File: config.mk
export PLATFORM = sky130hd
export DESIGN_NAME = modular_exponentiation_flat
export DESIGN_NICKNAME = d
export VERILOG_FILES = /design/src/hdl/modexp_pkg.sv /design/src/hdl/modexp_if.sv /design/src/hdl/modular_exponentiation.sv /design/src/flat_wrapper.sv
export SDC_FILE = /design/constraint.sdc
export NUM_CORES = 1
export LEC_CHECK = 0
export ABC_AREA = 1
export BUFFER_PORTS_ARGS = -buffer_cell sky130_fd_sc_hd__buf_2
export CAP_MARGIN = 25
export CORE_MARGIN = 10
export CORE_UTILIZATION = 43
export CTS_BUF_LIST = sky130_fd_sc_hd__clkbuf_8 sky130_fd_sc_hd__clkbuf_16
export CTS_CLUSTER_DIAMETER = 60
export DETAILED_ROUTE_END_ITERATION = 12
export GPL_ROUTABILITY_DRIVEN = 0
export PLACE_DENSITY = 0.7
export SLEW_MARGIN = 20
export SYNTH_ARGS = -nofsm -noshare
export SYNTH_HDL_FRONTEND = slang
export SYNTH_SLANG_ARGS = --single-unit
File: constraint.sdc
create_clock -name clk -period 9.1 [get_ports clk]
set_input_delay 0.455 -clock clk [delete_from_list [all_inputs] [get_ports clk]]
set_output_delay 0.455 -clock clk [all_outputs]
set_load 0.01 [all_outputs]
File: src/hdl/modexp_pkg.sv
// Package for the modular exponentiation block: operand width, counter width and operand type.
// No dependencies.
package modexp_pkg;
  localparam int OperandBits = 31;
  localparam int CountBits = $clog2(OperandBits + 1);
  typedef logic [OperandBits-1:0] opnd_t;
endpackage

File: src/hdl/modexp_if.sv
// Valid/ready channel interfaces for the modular exponentiation block.
// Depends on modexp_pkg.
interface modexp_in_if;
  import modexp_pkg::*;
  logic valid;
  logic ready;
  opnd_t base;
  opnd_t exponent;
  modport source (output valid, output base, output exponent, input ready);
  modport sink (input valid, input base, input exponent, output ready);
endinterface

interface modexp_out_if;
  import modexp_pkg::*;
  logic valid;
  logic ready;
  opnd_t result;
  modport source (output valid, output result, input ready);
  modport sink (input valid, input result, output ready);
endinterface

File: src/hdl/modular_exponentiation.sv
// Modular exponentiation top level: right-to-left square-and-multiply with
// bit-serial shift-and-add modular multiplication. Depends on modexp_pkg, modexp_if.
// The base is first reduced by a shift-and-add pass, then for each exponent bit up to the
// highest set one there is a multiply pass when the bit is set plus a squaring pass.
// One item at a time, next beat only after the result has been taken.
// A zero exponent or zero modulus answers without any pass. Reset sets modulus to 1 and idles.
module modular_exponentiation (
  input  logic clk,
  input  logic rst,
  input  logic cfg_we,
  input  modexp_pkg::opnd_t cfg_wdata,
  modexp_in_if.sink  in_ch,
  modexp_out_if.source out_ch
);
  import modexp_pkg::*;

  localparam logic [2:0] S_IDLE = 3'd0;
  localparam logic [2:0] S_RED  = 3'd1;
  localparam logic [2:0] S_MUL  = 3'd2;
  localparam logic [2:0] S_SQR  = 3'd3;
  localparam logic [2:0] S_OUT  = 3'd4;

  logic [2:0] state;
  opnd_t modulus, acc, power, expo, mul_a, mul_b, racc;
  logic [CountBits-1:0] cnt;
  logic [OperandBits:0] dbl, dbl_red, add, add_red;
  logic [OperandBits:0] mext;
  opnd_t step_val;

  // One shift-and-add step: racc = 2*racc (+ a if top bit of b) mod m.
  always_comb begin
    mext = {1'b0, modulus};
    dbl = {racc, 1'b0};
    dbl_red = (dbl >= mext) ? dbl - mext : dbl;
    add = dbl_red + {1'b0, mul_a};
    add_red = (add >= mext) ? add - mext : add;
    step_val = mul_b[OperandBits-1] ? add_red[OperandBits-1:0] : dbl_red[OperandBits-1:0];
  end

  assign in_ch.ready = (state == S_IDLE) && !out_ch.valid;

  always_ff @(posedge clk) begin
    if (rst) begin
      state <= S_IDLE;
      modulus <= opnd_t'(1);
      out_ch.valid <= 1'b0;
    end else begin
      if (cfg_we) modulus <= cfg_wdata;
      if (out_ch.valid && out_ch.ready) out_ch.valid <= 1'b0;
      unique case (state)
        S_IDLE: begin
          if (in_ch.valid && in_ch.ready) begin
            expo <= in_ch.exponent;
            if (in_ch.exponent == '0) begin
              out_ch.result <= opnd_t'(1);
              out_ch.valid <= 1'b1;
            end else if (modulus == '0) begin
              out_ch.result <= '0;
              out_ch.valid <= 1'b1;
            end else begin
              // reduce base as (1 mod m) * base, scanning the base bits; acc = 1 mod m
              acc <= (modulus == opnd_t'(1)) ? '0 : opnd_t'(1);
              mul_a <= (modulus == opnd_t'(1)) ? '0 : opnd_t'(1);
              mul_b <= in_ch.base;
              racc <= '0;
              cnt <= '0;
              state <= S_RED;
            end
          end
        end
        S_RED, S_MUL, S_SQR: begin
          if (cnt != CountBits'(OperandBits)) begin
            racc <= step_val;
            mul_b <= {mul_b[OperandBits-2:0], 1'b0};
            cnt <= cnt + 1'b1;
          end else begin
            cnt <= '0;
            racc <= '0;
            if (state == S_RED) begin
              // racc holds base mod m: start the power from it
              power <= racc;
              mul_a <= expo[0] ? acc : racc;
              mul_b <= racc;
              state <= expo[0] ? S_MUL : S_SQR;
            end else if (state == S_MUL) begin
              acc <= racc;
              mul_a <= power;
              mul_b <= power;
              state <= S_SQR;
            end else begin
              power <= racc;
              expo <= expo >> 1;
              if (expo[OperandBits-1:1] == '0) begin
                out_ch.result <= acc;
                out_ch.valid <= 1'b1;
                state <= S_IDLE;
              end else begin
                mul_a <= expo[1] ? acc : racc;
                mul_b <= racc;
                state <= expo[1] ? S_MUL : S_SQR;
              end
            end
          end
        end
        default: state <= S_IDLE;
      endcase
    end
  end

  assert property (@(posedge clk) disable iff (rst) (in_ch.valid && in_ch.ready) |=> !in_ch.ready)
    else $error("accepted while busy");
  assert property (@(posedge clk) disable iff (rst) (state != S_IDLE) |-> !out_ch.valid)
    else $error("result shown while working");
  assert property (@(posedge clk) disable iff (rst) (state == S_MUL || state == S_SQR)
    |-> (racc < modulus)) else $error("partial product unreduced");
endmodule

File: src/flat_wrapper.sv
// flat-port wrapper written by rule: the top's interface ports become plain ports
module modular_exponentiation_flat import modexp_pkg::*;
  (clk, rst, cfg_we, cfg_wdata, in_ch_valid, in_ch_base, in_ch_exponent, in_ch_ready, out_ch_valid, out_ch_result, out_ch_ready);
  modexp_in_if in_ch_i ();
  modexp_out_if out_ch_i ();
  input  logic clk;
  input  logic rst;
  input  logic cfg_we;
  input  modexp_pkg::opnd_t cfg_wdata;
  input wire logic [$bits(in_ch_i.valid)-1:0] in_ch_valid;
  input wire logic [$bits(in_ch_i.base)-1:0] in_ch_base;
  input wire logic [$bits(in_ch_i.exponent)-1:0] in_ch_exponent;
  output wire logic [$bits(in_ch_i.ready)-1:0] in_ch_ready;
  output wire logic [$bits(out_ch_i.valid)-1:0] out_ch_valid;
  output wire logic [$bits(out_ch_i.result)-1:0] out_ch_result;
  input wire logic [$bits(out_ch_i.ready)-1:0] out_ch_ready;
  assign in_ch_i.valid = in_ch_valid;
  assign in_ch_i.base = in_ch_base;
  assign in_ch_i.exponent = in_ch_exponent;
  assign in_ch_ready = in_ch_i.ready;
  assign out_ch_valid = out_ch_i.valid;
  assign out_ch_result = out_ch_i.result;
  assign out_ch_i.ready = out_ch_ready;
  modular_exponentiation u_core (.clk(clk), .rst(rst), .cfg_we(cfg_we), .cfg_wdata(cfg_wdata), .in_ch(in_ch_i), .out_ch(out_ch_i));
endmodule
==> results.json <==
{
  "synthAdderAreaFrac_pct": 7.27,
  "synthMuxAreaShare_pct": 0,
  "power_uw": 8580,
  "path_buf_inv": 2,
  "slowest_stage": "o21ai_0",
  "fillers": 3869,
  "async_reset_ff_share_pct": 0,
  "synth_edf_count": 222,
  "htreeDepth": 2,
  "synth_commonest_cells": "nand2_1, inv_1, edfxtp_1",
  "drc": 0,
  "antenna-diode-count": 0,
  "core-area_um2": 40700,
  "path_depth": 33,
  "tns_ns": 0,
  "irDropWorstVdd_uv": 229,
  "synth.distinct_cells": 47,
  "setup_violations": 0,
  "nNetsFinal": 2643,
  "synth_top_flop_cell": "edfxtp_1",
  "fin_crit_sh_pct": 80.0,
  "drive_above_1_share_pct": 9.96,
  "gr-usage-all-layers_pct": 21.3,
  "worstRegToRegCells": 33,
  "whs_ns": 0.159,
  "grt_pass1_wl_mm": 85.2,
  "dpl.hpwl_mm": 42.7,
  "ant_nets": 0,
  "p_leak_uw": 0.00918,
  "grt_overflow": 0,
  "clkLatencyLatePin_ns": 0.55,
  "grt_pass1_vias": 15596,
  "synth.most_common_cell": "nand2_1",
  "cp-end-kind": "flop",
  "dieArea_um2": 49700,
  "critPathLaunchType": "flop",
  "post_drt_wl_per_cell_um": 18.3,
  "die_w_um": 223,
  "max_freq_ghz": 0.137,
  "cp_data_required_time_ns": 9.46,
  "ys_ff_latch": 256,
  "cts.sinks": 256,
  "vias": 16685,
  "postSynthAreaPerCell_um2": 7.59,
  "worst_ep_arrival_time_ns": 7.63,
  "rsz0062_at_grt": "no",
  "synth-compound-area-share_pct": 13.1,
  "synth_nets": 2530,
  "grt_max_degree": 72,
  "wirelength_mm": 55.1,
  "postSynthCellCount": 2331,
  "hold_violations": 0,
  "flow.area_growth_from_synthesis_pct": 13.8,
  "root_buffer": "clkbuf_16",
  "worstMarginPinSlew_ns": 0.946,
  "maxSlewViolCount": 0,
  "clk_pin_slew_ns": 0.06,
  "drt_pass1_iterations": 7,
  "cpLargestDelayFamily": "simple AND/OR/NAND/NOR gates",
  "ctsResizeCount": 0,
  "cpPeakStageDelay_ns": 0.57,
  "via_per_inst": 5.56,
  "synth_area_leaders": "edfxtp_1, nand2_1, inv_1",
  "die_h_um": 223,
  "cts_tree": "done",
  "post_cts_buffers": 0,
  "rows": 74,
  "finClkSkew_ns": 0.0263,
  "cts_max_path_buffers": 3,
  "port_buffers": 130,
  "multi_input_area_um2": 8810,
  "final_cells": 3002,
  "start_util_pct": 43.5,
  "min_path_type": "in2reg",
  "yosysTopAreaCell": "edfxtp_1",
  "synthXorXnorAreaFrac_pct": 3.51,
  "numCtsBuffers": 36,
  "outcome": "finished, final reports clean",
  "holdBufCountCts": 0,
  "grt_antenna_before_repair": 1,
  "initialDrtViolationCount": 2453,
  "min_period_ns": 7.28,
  "holdPathStages": 2,
  "synth_top_area_share_pct": 37.7,
  "ys_seq_area_share_pct": 41.5,
  "cp_common_cell": "nand2_1",
  "register_area_um2": 7350,
  "yosysWarnings": 0,
  "powerDensity_nw_per_um2": 426,
  "yosys.area_share.simple_pct": 25.4,
  "post-place-cells": 2936,
  "synth_area_um2": 17700,
  "cap_violations": 0,
  "crit_fanout": 53,
  "ios": 131,
  "synth_top_family_by_area": "simple AND/OR/NAND/NOR gates",
  "path_class": "reg2reg",
  "slew-limit-headroom_pct": 36.9
}
==> power by group <==
| group | internal, uW | switching, uW |
|---|---|---|
| clock network | 849 | 557 |
| logic | 1820 | 3820 |
| registers | 1460 | 78.7 |
==> state kept, by name, indices dropped and copies added (netlist names) <==
| name | flops |
|---|---|
| u_core.out_ch.result | 31 |
| u_core.cnt | 5 |
| u_core.out_ch.valid | 1 |
| u_core.mul_b | 31 |
| u_core.expo | 31 |
| u_core.modulus | 31 |
| u_core.mul_a | 31 |
| u_core.power | 31 |
| u_core.acc | 31 |
| u_core.state | 2 |
| u_core.racc | 31 |
==> final cells by class <==
type	instances	share of cell area (%)
clock buffers	38	4.72
well taps	532	3.30
inverters	347	6.46
repair buffers	149	4.14
clock inverters	26	1.17
multi-input cells	1654	43.7
flip-flops and latches	256	36.5
==> through the flow <==
stage	util [%]	cell area [um2]	setup slack, ns
3_3_place_gp	46.4	18900	2.26
4_1_cts	49.3	20100	2.06
6_report	49.5	20100	1.82
3_5_place_dp	46.4	18900	2.08
5_1_grt	49.5	20100	1.31
2_1_floorplan	-	17700	2.05
==> worst reg2reg max path, delay by kind of cell (launching register included) <==
family | cells | cell delay (ns)
compound gates | 4 | 1.15
xor+xnor | 1 | 0.47
fa+ha+maj | 3 | 1.13
buf+inv | 2 | 0.38
flops | 1 | 0.47
simple gates | 23 | 3.50
==> logic make-up (layout without fill, tap and decap cells) <==
| group | Yosys count | in the layout |
|---|---|---|
| AO/OA/AOI/OAI | 416 | 416 |
| AND/OR/NAND/NOR | 1066 | 1066 |
| flip-flops | 256 | 256 |
| XOR/XNOR | 71 | 71 |
| buffers and inverters | 421 | 560 |
| adder cells (fa/ha/maj) | 101 | 101 |
==> path summary, 6_finish.rpt <==
path	start	to	slack, ns
setup / recovery	u_core.racc[6]	u_core.racc[26]	1.82
hold reg to reg	u_core.racc[1]	u_core.power[1]	0.49
hold / removal	cfg_we	u_core.modulus[0]	0.16
setup reg to reg	u_core.racc[6]	u_core.racc[26]	1.82
==> placed cells by master (no fill, tap or decap), types with 4 or more instances in the layout <==
cell type and instances:
a21oi_1 146, inv_2 5, nand3_1 129, dfxtp_1 34
buf_2 130, xor2_1 51, nand3b_1 7, nand4_1 57
a21boi_0 4, ha_1 97, o21ai_0 164, nor3_1 22
nor4_1 12, or2_2 8, a31oi_1 8, a22oi_1 8
o211ai_1 18, o221ai_1 8, inv_1 349, edfxtp_1 222
nor2_1 206, o21ai_1 10, clkbuf_16 38, nand2_1 600
o21a_1 6, clkinv_2 6, buf_4 17, a21o_1 10
nand2_2 7, o21bai_1 21, xnor2_1 20
==> routing by layer <==
metal	vias to the layer above	GRT usage, %	routed length, um
met5	-	0	7
li1	8001	-	-
met3	148	3.39	5400
met4	2	8.28	1920
met2	841	31.7	23500
met1	7693	30.2	24300
Power figures use the tool's default switching activity.
